[src/sv/teq_pkg.sv]
// Shared types, constants and status codes of the timed event queue.
package teq_pkg;

	localparam int CAPACITY_DEF = 16;
	localparam int MAX_RESULTS  = 16;
	localparam int NW           = $clog2(MAX_RESULTS);

	localparam logic REQ_ADD  = 1'b0;
	localparam logic REQ_TICK = 1'b1;

	localparam logic [2:0] ST_ADDED = 3'd0;
	localparam logic [2:0] ST_DUP   = 3'd1;
	localparam logic [2:0] ST_FULL  = 3'd2;
	localparam logic [2:0] ST_FIRE  = 3'd3;
	localparam logic [2:0] ST_NONE  = 3'd4;

	localparam logic [1:0] SH_ROTATE = 2'd0;
	localparam logic [1:0] SH_INSERT = 2'd1;
	localparam logic [1:0] SH_POP    = 2'd2;

	typedef struct packed {
		logic       load_req;
		logic       walk_start;
		logic       shift;
		logic [1:0] mode;
		logic       cnt_inc;
		logic       out_load;
		logic [2:0] out_status;
		logic       out_last;
	} teq_cmd_t;

	typedef struct packed {
		logic req_add;
		logic dup;
		logic full;
		logic head_due;
		logic next_due;
		logic out_free;
	} teq_stat_t;

endpackage

[src/sv/timed_event_queue.sv]
// Top level of the timed event queue: controller and datapath joined by command and status.
//
// The block keeps up to CAPACITY pending fire events sorted by fire time in a shift line of
// entry registers. An add transaction (req_type 0) produces exactly one result: added,
// duplicate rejected (the same slat and cue pair is already queued, checked before the full
// test), or queue full. A new event goes behind every queued event with the same or an earlier
// time. A tick transaction (req_type 1) carries the current time and pops, head first, every
// event whose time is at or before it, one fire result per event with its slat and cue, at most
// 16 per tick; later due events stay queued for the next tick. When nothing is due, a tick gives
// a single nothing-due result. The last result of each transaction has last set, and pending
// always shows the queue depth after that result. fire_slat and fire_cue read zero unless the
// status is fire. An add that is stored takes two full rotations of the entry line, one entry per
// cycle: the first looks for a duplicate and the second merges the new event into place. A
// rejected add (duplicate or full) answers after the first rotation. A tick, once accepted,
// gives its results in turn, each fire popping the head of the line in a single shift; each
// result waits for the output register to be free. A new transaction is taken only once the
// previous one has produced all its results; a result waiting in the output register does
// not hold up the next one.
module timed_event_queue import teq_pkg::*; #(
	parameter int CAPACITY = CAPACITY_DEF
) (
	input  logic        clk,
	input  logic        arst_n,
	input  logic        in_valid,
	output logic        in_ready,
	input  logic        req_type,
	input  logic [31:0] event_time,
	input  logic [7:0]  slat_in,
	input  logic [7:0]  cue_in,
	input  logic [31:0] current_time,
	output logic        out_valid,
	input  logic        out_ready,
	output logic [2:0]  status,
	output logic [7:0]  fire_slat,
	output logic [7:0]  fire_cue,
	output logic        last,
	output logic [4:0]  pending
);

	// Commands from the sequencer and the flags it steers by.
	teq_cmd_t  cmd;
	teq_stat_t stat;

	teq_controller #(
		.CAPACITY(CAPACITY)
	) u_ctrl (
		.clk     (clk),
		.arst_n  (arst_n),
		.in_valid(in_valid),
		.in_ready(in_ready),
		.req_type(req_type),
		.stat    (stat),
		.cmd     (cmd)
	);

	// The datapath captures the request on acceptance and owns the entry line,
	// the queue count and the output register.
	teq_datapath #(
		.CAPACITY(CAPACITY)
	) u_dp (
		.clk         (clk),
		.arst_n      (arst_n),
		.req_type    (req_type),
		.event_time  (event_time),
		.slat_in     (slat_in),
		.cue_in      (cue_in),
		.current_time(current_time),
		.cmd         (cmd),
		.stat        (stat),
		.out_ready   (out_ready),
		.out_valid   (out_valid),
		.status      (status),
		.fire_slat   (fire_slat),
		.fire_cue    (fire_cue),
		.last        (last),
		.pending     (pending)
	);

endmodule

[src/sv/teq_datapath.sv]
// Datapath of the timed event queue: entry shift line, request and result registers.
module teq_datapath import teq_pkg::*; #(
	parameter int CAPACITY = CAPACITY_DEF
) (
	input  logic        clk,
	input  logic        arst_n,
	input  logic        req_type,
	input  logic [31:0] event_time,
	input  logic [7:0]  slat_in,
	input  logic [7:0]  cue_in,
	input  logic [31:0] current_time,
	input  teq_cmd_t    cmd,
	output teq_stat_t   stat,
	input  logic        out_ready,
	output logic        out_valid,
	output logic [2:0]  status,
	output logic [7:0]  fire_slat,
	output logic [7:0]  fire_cue,
	output logic        last,
	output logic [4:0]  pending
);

	localparam int CW  = $clog2(CAPACITY + 1);
	localparam int NXT = (CAPACITY > 1) ? 1 : 0;

	logic          req_type_q;
	logic [31:0]   ev_time_q;
	logic [7:0]    slat_q;
	logic [7:0]    cue_q;
	logic [31:0]   now_q;

	logic [31:0]   ent_time_q [CAPACITY];
	logic [7:0]    ent_slat_q [CAPACITY];
	logic [7:0]    ent_cue_q  [CAPACITY];
	logic [31:0]   carry_time_q;
	logic [7:0]    carry_slat_q;
	logic [7:0]    carry_cue_q;

	logic [CW-1:0] count_q;
	logic [CW-1:0] rem_q;
	logic          dup_q;
	logic          ins_q;
	logic          out_valid_q;

	logic          head_live;
	logic          head_match;
	logic          place_new;
	logic          popping;
	logic [31:0]   tail_time;
	logic [7:0]    tail_slat;
	logic [7:0]    tail_cue;
	logic [CW-1:0] cnt_after;
	logic [CW+4:0] cnt_wide;

	assign head_live  = (rem_q != '0);
	assign head_match = (ent_slat_q[0] == slat_q) && (ent_cue_q[0] == cue_q);
	assign place_new  = !ins_q && (!head_live || (ev_time_q < ent_time_q[0]));
	assign popping    = cmd.shift && (cmd.mode == SH_POP);
	assign cnt_after  = popping ? (count_q - CW'(1)) : count_q;
	assign cnt_wide   = (CW + 5)'(cnt_after);

	always_comb begin
		tail_time = ent_time_q[0];
		tail_slat = ent_slat_q[0];
		tail_cue  = ent_cue_q[0];
		case (cmd.mode)
			SH_INSERT: begin
				if (ins_q) begin
					tail_time = carry_time_q;
					tail_slat = carry_slat_q;
					tail_cue  = carry_cue_q;
				end else if (place_new) begin
					tail_time = ev_time_q;
					tail_slat = slat_q;
					tail_cue  = cue_q;
				end
			end
			default: begin
				tail_time = ent_time_q[0];
				tail_slat = ent_slat_q[0];
				tail_cue  = ent_cue_q[0];
			end
		endcase
	end

	always_comb begin
		stat.req_add  = (req_type_q == REQ_ADD);
		stat.dup      = dup_q;
		stat.full     = (count_q >= CW'(CAPACITY));
		stat.head_due = (count_q != '0) && (now_q >= ent_time_q[0]);
		stat.next_due = (count_q > CW'(1)) && (now_q >= ent_time_q[NXT]);
		stat.out_free = !out_valid_q || out_ready;
	end

	always_ff @(posedge clk) begin
		if (cmd.load_req) begin
			req_type_q <= req_type;
			ev_time_q  <= event_time;
			slat_q     <= slat_in;
			cue_q      <= cue_in;
			now_q      <= current_time;
		end
	end

	// One place per cycle toward the head while shift is set; the freed tail takes the selected entry.
	always_ff @(posedge clk) begin
		if (cmd.shift) begin
			for (int i = 0; i < CAPACITY - 1; i++) begin
				ent_time_q[i] <= ent_time_q[i + 1];
				ent_slat_q[i] <= ent_slat_q[i + 1];
				ent_cue_q[i]  <= ent_cue_q[i + 1];
			end
			ent_time_q[CAPACITY - 1] <= tail_time;
			ent_slat_q[CAPACITY - 1] <= tail_slat;
			ent_cue_q[CAPACITY - 1]  <= tail_cue;
			if ((cmd.mode == SH_INSERT) && (ins_q || place_new)) begin
				carry_time_q <= ent_time_q[0];
				carry_slat_q <= ent_slat_q[0];
				carry_cue_q  <= ent_cue_q[0];
			end
		end
	end

	always_ff @(posedge clk or negedge arst_n) begin
		if (!arst_n) begin
			count_q <= '0;
			rem_q   <= '0;
			dup_q   <= 1'b0;
			ins_q   <= 1'b0;
		end else begin
			if (cmd.walk_start) begin
				rem_q <= count_q;
				dup_q <= 1'b0;
				ins_q <= 1'b0;
			end else if (cmd.shift) begin
				if (head_live) begin
					rem_q <= rem_q - CW'(1);
				end
				if ((cmd.mode == SH_ROTATE) && head_live && head_match) begin
					dup_q <= 1'b1;
				end
				if ((cmd.mode == SH_INSERT) && place_new) begin
					ins_q <= 1'b1;
				end
			end
			if (cmd.cnt_inc) begin
				count_q <= count_q + CW'(1);
			end else if (popping) begin
				count_q <= count_q - CW'(1);
			end
		end
	end

	always_ff @(posedge clk or negedge arst_n) begin
		if (!arst_n) begin
			out_valid_q <= 1'b0;
		end else if (cmd.out_load) begin
			out_valid_q <= 1'b1;
		end else if (out_ready) begin
			out_valid_q <= 1'b0;
		end
	end

	always_ff @(posedge clk) begin
		if (cmd.out_load) begin
			status  <= cmd.out_status;
			last    <= cmd.out_last;
			pending <= cnt_wide[4:0];
			if (cmd.out_status == ST_FIRE) begin
				fire_slat <= ent_slat_q[0];
				fire_cue  <= ent_cue_q[0];
			end else begin
				fire_slat <= '0;
				fire_cue  <= '0;
			end
		end
	end

	assign out_valid = out_valid_q;

endmodule

[src/sv/teq_controller.sv]
// Controller of the timed event queue: sequences the walks over the entries.
module teq_controller import teq_pkg::*; #(
	parameter int CAPACITY = CAPACITY_DEF
) (
	input  logic      clk,
	input  logic      arst_n,
	input  logic      in_valid,
	output logic      in_ready,
	input  logic      req_type,
	input  teq_stat_t stat,
	output teq_cmd_t  cmd
);

	localparam int KW = (CAPACITY > 1) ? $clog2(CAPACITY) : 1;

	localparam logic [2:0] S_IDLE   = 3'd0;
	localparam logic [2:0] S_DUP    = 3'd1;
	localparam logic [2:0] S_DECIDE = 3'd2;
	localparam logic [2:0] S_INS    = 3'd3;
	localparam logic [2:0] S_ADDED  = 3'd4;
	localparam logic [2:0] S_TICK   = 3'd5;

	logic [2:0]    state_q, state_d;
	logic [KW-1:0] k_q, k_d;
	logic [NW-1:0] n_q, n_d;
	logic          fire_last;

	assign fire_last = (n_q == NW'(MAX_RESULTS - 1)) || !stat.next_due;

	always_comb begin
		state_d  = state_q;
		k_d      = k_q;
		n_d      = n_q;
		in_ready = 1'b0;
		cmd      = '0;
		cmd.mode = SH_ROTATE;
		case (state_q)
			S_IDLE: begin
				in_ready = 1'b1;
				if (in_valid) begin
					cmd.load_req   = 1'b1;
					cmd.walk_start = 1'b1;
					k_d            = '0;
					n_d            = '0;
					state_d        = (req_type == REQ_ADD) ? S_DUP : S_TICK;
				end
			end
			S_DUP: begin
				cmd.shift = 1'b1;
				cmd.mode  = SH_ROTATE;
				if (k_q == KW'(CAPACITY - 1)) begin
					state_d = S_DECIDE;
				end else begin
					k_d = k_q + KW'(1);
				end
			end
			S_DECIDE: begin
				if (stat.out_free) begin
					if (stat.dup || stat.full) begin
						cmd.out_load   = 1'b1;
						cmd.out_status = stat.dup ? ST_DUP : ST_FULL;
						cmd.out_last   = 1'b1;
						state_d        = S_IDLE;
					end else begin
						cmd.walk_start = 1'b1;
						k_d            = '0;
						state_d        = S_INS;
					end
				end
			end
			S_INS: begin
				cmd.shift = 1'b1;
				cmd.mode  = SH_INSERT;
				if (k_q == KW'(CAPACITY - 1)) begin
					cmd.cnt_inc = 1'b1;
					state_d     = S_ADDED;
				end else begin
					k_d = k_q + KW'(1);
				end
			end
			S_ADDED: begin
				if (stat.out_free) begin
					cmd.out_load   = 1'b1;
					cmd.out_status = ST_ADDED;
					cmd.out_last   = 1'b1;
					state_d        = S_IDLE;
				end
			end
			S_TICK: begin
				if (stat.out_free) begin
					cmd.out_load = 1'b1;
					if (stat.head_due) begin
						cmd.out_status = ST_FIRE;
						cmd.out_last   = fire_last;
						cmd.shift      = 1'b1;
						cmd.mode       = SH_POP;
						n_d            = n_q + NW'(1);
						if (fire_last) begin
							state_d = S_IDLE;
						end
					end else begin
						cmd.out_status = ST_NONE;
						cmd.out_last   = 1'b1;
						state_d        = S_IDLE;
					end
				end
			end
			default: begin
				state_d = S_IDLE;
			end
		endcase
	end

	always_ff @(posedge clk or negedge arst_n) begin
		if (!arst_n) begin
			state_q <= S_IDLE;
			k_q     <= '0;
			n_q     <= '0;
		end else begin
			state_q <= state_d;
			k_q     <= k_d;
			n_q     <= n_d;
		end
	end

endmodule

[config.mk]
export PLATFORM = sky130hd
export DESIGN_NAME = timed_event_queue
export DESIGN_NICKNAME = d
export VERILOG_FILES = /design/src/sv/teq_pkg.sv /design/src/sv/timed_event_queue.sv /design/src/sv/teq_datapath.sv /design/src/sv/teq_controller.sv
export SDC_FILE = /design/constraint.sdc
export NUM_CORES = 1
export LEC_CHECK = 0
export BUFFER_PORTS_ARGS = -buffer_cell sky130_fd_sc_hd__buf_4
export CAP_MARGIN = 10
export CELL_PAD_IN_SITES_DETAIL_PLACEMENT = 2
export CELL_PAD_IN_SITES_GLOBAL_PLACEMENT = 2
export CORE_MARGIN = 2
export CORE_UTILIZATION = 48
export CTS_CLUSTER_DIAMETER = 150
export DETAILED_ROUTE_END_ITERATION = 10
export PLACE_DENSITY_LB_ADDON = 0.1
export SETUP_SLACK_MARGIN = 0.15
export SLEW_MARGIN = 20
export SYNTH_ARGS = -nofsm -noshare
export SYNTH_HDL_FRONTEND = slang
export SYNTH_SLANG_ARGS = --single-unit
[constraint.sdc]
create_clock -name clk -period 25.5 [get_ports clk]
set_clock_uncertainty 0.15 [all_clocks]
set_input_delay 3.825 -clock clk [delete_from_list [all_inputs] [get_ports clk]]
set_output_delay 3.825 -clock clk [all_outputs]
set_load 0.1 [all_outputs]
==> results of run 1 <==
==> synth_stat cells (6+ instances only) <==
cell type    n
nor3_1      12
nand2_1     31
a211o_1      6
nor4_1       6
clkbuf_1    19
and2_1      17
ha_1       102
o21ai_0     20
buf_2        7
inv_1       75
dfrtp_1     24
nor2_1      27
a21o_1      13
nand3_1     20
and3_1      53
a221o_1     50
xor2_1      19
a21oi_1     35
nand4_1     19
nor2b_1      6
edfxtp_1   921
==> kinds of logic after synthesis <==
logic type,Yosys count,share of synthesized area [%]
AND/OR/NAND/NOR,207,3.45
adder cells (fa/ha/maj),102,3.91
XOR/XNOR,23,0.617
multiplexers,4,0.126
flip-flops,945,86.5
AO/OA/AOI/OAI,172,4.04
buffers and inverters,107,1.36
==> metrics by stage <==
| step | setup slack, ps | std cells | hold WS (ps) |
|---|---|---|---|
| after floorplan | 2950 | 1560 | 250 |
| after global placement | 17150 | 2527 | 250 |
==> out/results.txt, run 1 <==
outcome: aborted with a tool error
Halt Stage: detailed placement (3_5_place_dp)
Err: [ERROR DPL-0033] detailed placement checks failed during check placement.
FFs w/ async S/R, synth: 2.54%
num ports: 112
gp weighted congestion: 0.756
top_reg_cell synth: edfxtp_1
sequential area share after synthesis: 86.5%
Syn Area/Cell: 20.9 um^2
Post-Syn Nets: 1747
Mapped Area: 0.0327 mm^2
Port Buffers: 111
Row Count: 95
Die Wd: 265 um
Starting Density: 48.6%
Die Ht: 265 um
top cells by area, synth: edfxtp_1 (85%), ha_1 (3.9%), dfrtp_1 (1.8%)
synth warn: 0
top-area cell type share of the netlist area: 84.7%
Unique masters post-synth: 62
area leader, netlist: edfxtp_1
Mapped Cells: 1560
EDFF count, synth: 921
Yosys reg bits: 945
dpl hpwl: 54600 um
==> inputs of run 2 (changes only) <==
--- a/config.mk
+++ b/config.mk
@@ -7,14 +7,10 @@
 export LEC_CHECK = 0
 export BUFFER_PORTS_ARGS = -buffer_cell sky130_fd_sc_hd__buf_4
 export CAP_MARGIN = 10
-export CELL_PAD_IN_SITES_DETAIL_PLACEMENT = 2
-export CELL_PAD_IN_SITES_GLOBAL_PLACEMENT = 2
 export CORE_MARGIN = 2
-export CORE_UTILIZATION = 48
-export CTS_CLUSTER_DIAMETER = 150
+export CORE_UTILIZATION = 35
 export DETAILED_ROUTE_END_ITERATION = 10
-export PLACE_DENSITY_LB_ADDON = 0.1
-export SETUP_SLACK_MARGIN = 0.15
+export PLACE_DENSITY_LB_ADDON = 0.15
 export SLEW_MARGIN = 20
 export SYNTH_ARGS = -nofsm -noshare
 export SYNTH_HDL_FRONTEND = slang
==> run 2 against run 1 <==
  * The flow now finishes without violations
  * Synthesized cell count did not move
  * Synthesized area stayed put
==> out/results.txt, run 2 <==
Mapped Area: 0.0327 mm^2
htree depth: 3
fin nets: 1942
Num Clock Sinks: 945
ANT nets after route: 0
M1 GR Usage: 17.7%
most common cell in the netlist: edfxtp_1
Reg area: 0.0283 mm^2
final WL: 59300 um
fin. max-slew vios: 0
CP endpoint kind: flop
Worst-Margin Slew: 1060 ps
CTS tree: yes
Synth Area in Adders: 3.91%
final hold violation count: 0
Post-Syn Nets: 1747
Yosys reg bits: 945
clk slew on worst S/H paths: 60 ps
CTS Buffer Depth: 3
# diodes: 0
Post-DP Area: 0.0351 mm^2
final setup fails: 0
commonest non-fill, non-tap cells in the layout: edfxtp_1 (921), buf_4 (125), ha_1 (102)
sequential area share after synthesis: 86.5%
Worst R2R Start: u_dp.ent_time_q[0][31]
gp weighted congestion: 0.799
top cells by area, synth: edfxtp_1 (85%), ha_1 (3.9%), dfrtp_1 (1.8%)
fmax: 120 MHz
met2 Resource Use GR: 18.7%
Mapped Cells: 1560
Port Buffers: 111
filler instances: 8137
RSZ-0062 raised after global routing: false
Inserted Clock Buffers: 97
Critical R2R Capture: u_dp.ent_time_q[0][6]
Min Hold Slack: 229 ps
Synth Area in Compound Gates: 4.04%
power per cell area: 143 mW/mm^2
Overall Global Routing Usage: 12.4%
VDD IR max: 0.0766 mV
dpl hpwl: 34700 um
worst reg2reg path depth: 10
Design Area, Final: 0.0383 mm^2
post_cts resized: 0
Syn Area/Cell: 20.9 um^2
Top Registers: u_dp.ent_time_q (512), u_dp.ent_cue_q (128), u_dp.ent_slat_q (128)
Tcrit/Tclk final: 32.6%
area leader, netlist: edfxtp_1
initial antenna violation count: 4
Max Cap Violations: 0
Die Wd: 310 um
Worst setup SP type: primary input
max reg flops: 512
Hold-fix buffers, CTS: 0
num ports: 112
Required @ worst endpoint: 25640 ps
vias post-DR: 14500
commonest non-fill, non-tap cell in the layout: edfxtp_1
xor/xnor share of the synthesized area: 0.617%
synth warn: 0
FFs w/ async S/R, synth: 2.54%
maximum fanout along the worst path: 86
Final Instance Count excl. Fillers: 3085
outcome: complete, no violations
crit path DAT: 8450 ps
Crit Path Category: primary input to flop
Starting DRT DRC Count: 1345
top_reg_cell synth: edfxtp_1
worst setup path startpoint: out_ready
synth cell count leaders: edfxtp_1 (921), ha_1 (102), inv_1 (75)
top-area cell type share of the netlist area: 84.7%
EDFF count, synth: 921
P_leak: 14.3 nW
Max-slew headroom: 29.3%
setup bufs post-CTS: 0
share of cells above drive strength 1: 15.4%
root buffer cell: clkbuf_16
grt peak-use layer: met2
worst hold-check path type: flop to flop
Starting Density: 35.2%
post-synthesis mux area share: 0.126%
clk_lat worst skew: 670 ps
first-pass GRT wire length: 89800 um
Residual DRC: 0
Inst Count DP: 2908
Final min period: 8310 ps
Row Count: 112
Die Ht: 310 um
DRT Pass-1 Iters: 5
core box area: 0.0929 mm^2
Most flops, register: u_dp.ent_time_q
simple-gate share of the synthesized area: 3.45%
area grow syn2layout: 17.2%
combinational family with the most area after synthesis: compound AO/OA/AOI/OAI gates
GRT overflow: 0
largest net degree at the start of global routing: 208
r2r setup slk: 19460 ps
setup_tns: 0 ps
Pwr Total: 5.46 mW
multi-input logic area: 0.00400 mm^2
die area: 0.0958 mm^2
Unique masters post-synth: 62
Setup crit end: u_dp.ent_time_q[0][6]
post-DR wirelength/cell: 19.2 um
GR Layer Usage met3: 2.62%
vias per cell: 4.70
vias in the first global route: 14700
==> run 2: per-layer routing <==
metal | part of all wire [%] | wire length, um | vias to the layer above
met3 | 5.1 | 3030 | 115
met5 | 0.035 | 21 | -
met2 | 45 | 26800 | 322
li1 | - | - | 6598
met1 | 47 | 27800 | 7451
met4 | 2.8 | 1640 | 4
==> run 2: cells by family (layout without fill, tap and decap cells) <==
| family | count (synthesis) | count (layout) |
|---|---|---|
| flops | 945 | 945 |
| simple gates | 207 | 207 |
| buf+inv | 107 | 378 |
| fa+ha+maj | 102 | 102 |
| mux | 4 | 4 |
| compound gates | 172 | 172 |
| xor+xnor | 23 | 23 |
==> run 2: cell type report <==
| cell class | instances | area share, % |
|---|---|---|
| flip-flops and latches | 945 | 73.8 |
| clock inverters | 61 | 1.75 |
| clock buffers | 114 | 6.51 |
| inverters | 75 | 0.742 |
| repair buffers | 128 | 2.65 |
| well taps | 1254 | 4.10 |
| multi-input cells | 508 | 10.4 |
==> run 2: worst max-delay path: stages <==
cell and delay [ps]:
buf_4 130, nor2b_1 150, a2111oi_2 590, o21ai_1 500, nand2_4 650, buf_4 850
buf_4 920, buf_4 690
==> run 2: worst min-delay path by stage <==
stage	startpoint	to	slack, ps	cells after the start
2_1_floorplan	u_dp.ent_cue_q[0][8]	u_dp.ent_cue_q[0][0]	250	0
3_3_place_gp	u_dp.ent_time_q[0][112]	u_dp.ent_time_q[0][80]	250	0
3_5_place_dp	u_dp.ent_cue_q[0][8]	u_dp.ent_cue_q[0][0]	250	0
4_1_cts	u_dp.ent_cue_q[1][3]	u_dp.ent_cue_q[0][59]	230	0
5_1_grt	u_dp.ent_cue_q[1][3]	u_dp.ent_cue_q[0][59]	230	0
6_report	u_dp.ent_cue_q[1][3]	u_dp.ent_cue_q[0][59]	230	0
==> run 2: report_power, final <==
part           switching [mW]  internal (mW)  total (mW)
clock                   0.595          0.797        1.39
sequential              0.264           2.86        3.12
combinational           0.693          0.255       0.948
total                    1.55           3.91        5.46
==> run 2: per-stage QoR <==
step	setup WS, ps	utilization (%)
after global routing	16770	41.2
after global placement	16700	37.7
after floorplan	2950	-
after detailed placement	16500	37.7
final	17190	41.2
after CTS	17220	41.1
Power figures use the tool's default switching activity.
==> inputs of run 3 (changes only) <==
==> constraint.sdc (replaced) <==
create_clock -name clk -period 7.27 [get_ports clk]
set_clock_uncertainty 0.15 [all_clocks]
set_input_delay 1.0905 -clock clk [delete_from_list [all_inputs] [get_ports clk]]
set_output_delay 1.0905 -clock clk [all_outputs]
set_load 0.1 [all_outputs]
==> run 3 against run 2 <==
  * Global-route usage hardly changed
  * Clock-buffer cell count is the same
  * Via count down 0.42%
  * Sequential power grew to 3.5 times the previous value
  * Wire length rose by 0.27%
  * Sequential cell count unchanged
  * Sequential share of layout area decreased by 0.10 points
  * Clock power grew to 3.5 times the previous value
  * Utilization grew 0.057 points
  * Hold slack worse by 46 ps
  * First-iteration DRC count down 5.7%
  * Final cell count rose by 0.19%
  * Critical endpoint is now u_dp.ent_slat_q[1][16]
  * Largest power group unchanged
==> out/results.txt, run 3 (synthesized netlist as in run 2, its figures left out) <==
crit path DAT: 4650 ps
power per cell area: 501 mW/mm^2
gp weighted congestion: 0.749
Top Registers: u_dp.ent_time_q (512), u_dp.ent_cue_q (128), u_dp.ent_slat_q (128)
Max Cap Violations: 0
VDD IR max: 0.329 mV
outcome: complete, no violations
commonest non-fill, non-tap cell in the layout: edfxtp_1
Final min period: 4510 ps
area grow syn2layout: 17.4%
RSZ-0062 raised after global routing: false
routed length on met2: 26600 um
commonest non-fill, non-tap cells in the layout: edfxtp_1 (921), buf_4 (121), ha_1 (102)
max reg flops: 512
setup bufs post-CTS: 0
fin. max-slew vios: 0
Residual DRC: 0
Port Buffers: 111
met3 WL post-DR: 2700 um
Metal-1 WL: 28900 um
vias per cell: 4.67
post-DR wirelength/cell: 19.2 um
fmax: 222 MHz
CP max stage delay: 750 ps
Crit Path Category: flop to flop
largest net degree at the start of global routing: 149
GRT overflow: 0
clk slew on worst S/H paths: 60 ps
dpl hpwl: 34500 um
die area: 0.0958 mm^2
setup_tns: 0 ps
final setup fails: 0
r2r setup slk: 2760 ps
Design Area, Final: 0.0383 mm^2
Die Wd: 310 um
Tcrit/Tclk final: 62.1%
htree depth: 3
ANT nets after route: 0
Required @ worst endpoint: 7400 ps
Die Ht: 310 um
maximum fanout along the worst path: 109
Pwr Total: 19.2 mW
worst hold-check path type: primary input to asynchronous set/reset pin
Worst setup SP type: flop
first-pass GRT wire length: 89900 um
CTS Buffer Depth: 3
Crit-path slowest cell: buf_4
Overall Global Routing Usage: 12.4%
Worst-Margin Slew: 996 ps
Hold-fix buffers, CTS: 0
Max-slew headroom: 33.5%
Post-DP Area: 0.0351 mm^2
highest routed layer: met5
vias in the first global route: 14600
initial antenna violation count: 3
Num Clock Sinks: 945
CTS tree: yes
fin nets: 1941
Row Count: 112
num ports: 112
core box area: 0.0929 mm^2
Most flops, register: u_dp.ent_time_q
vias post-DR: 14400
final hold violation count: 0
P_leak: 14.4 nW
Starting Density: 35.2%
CP cell instances: inv_1 > ha_1 > nand4_1 > or4_1 > a21oi_2 > o21ai_2 > nand2_8 > buf_16 > buf_4
final WL: 59500 um
post_cts resized: 0
share of cells above drive strength 1: 15.6%
Inserted Clock Buffers: 98
CP endpoint kind: flop
clk_lat worst skew: 660 ps
DRT Pass-1 Iters: 5
Starting DRT DRC Count: 1269
root buffer cell: clkbuf_16
run 3: cell count changes in the layout (fill, tap and decap cells not counted), moves of 2 or more:
cell and delta:
buf_12 +3, clkinv_2 +7, clkinv_8 +2, clkinvlp_4 -5
clkinv_16 -2, buf_4 -4, inv_6 +3, clkinv_1 +2
run 3: routing by layer:
| metal | track usage (%) | vias to the layer above |
|---|---|---|
| met5 | 0 | - |
| met4 | 3.79 | 6 |
| met3 | 2.87 | 90 |
| li1 | - | 6589 |
| met2 | 18.4 | 273 |
| met1 | 18.1 | 7471 |
run 3: area by class of cell:
type / count / area, um^2
fillers: 8126 / 54600
flip-flops and latches: 945 / 28300
multi-input cells: 508 / 4010
clock buffers: 114 / 2510
well taps: 1254 / 1570
repair buffers: 126 / 1020
clock inverters: 68 / 683
inverters: 75 / 284
diodes: 1 / 2.50
run 3: stage by stage:
stage	utilization, %	cells	hold slack [ps]	setup WS, ps
after floorplan	-	1560	250	1610
after global placement	37.8	2907	250	2350
after detailed placement	37.8	2907	255	2210
after CTS	41.2	3089	142	2220
after global routing	41.3	3090	167	2490
final	41.3	3091	184	2760
run 3: power breakdown:
| part | leakage [nW] | internal, mW | total (mW) | switching (mW) |
|---|---|---|---|---|
| sequential | 9.86 | 10.0 | 11.0 | 0.959 |
| clock | 1.55 | 2.85 | 4.93 | 2.08 |
| combinational | 2.96 | 0.915 | 3.30 | 2.38 |
run 3: path summary, 6_finish.rpt:
check / startpoint / end / cells past startpoint
setup / recovery: u_dp.ent_time_q[0][27] / u_dp.ent_slat_q[1][16] / 9
hold / removal: arst_n / u_dp.ins_q / 1
setup reg to reg: u_dp.ent_time_q[0][27] / u_dp.ent_slat_q[1][16] / 9
hold reg to reg: u_dp.ent_slat_q[2][23] / u_dp.ent_slat_q[2][15] / 0
max in group asynchronous: arst_n / u_dp.ins_q / 1
min in group clk: u_dp.ent_slat_q[2][23] / u_dp.ent_slat_q[2][15] / 0
run 3: critical path: cells and delay by family (launching register included):
kind	cells	cell delay (ps)
and+or+nand+nor	3	1290
buffers and inverters	3	1230
AOI/OAI and AO/OA	2	590
DFF	1	370
adders and majority gates	1	310
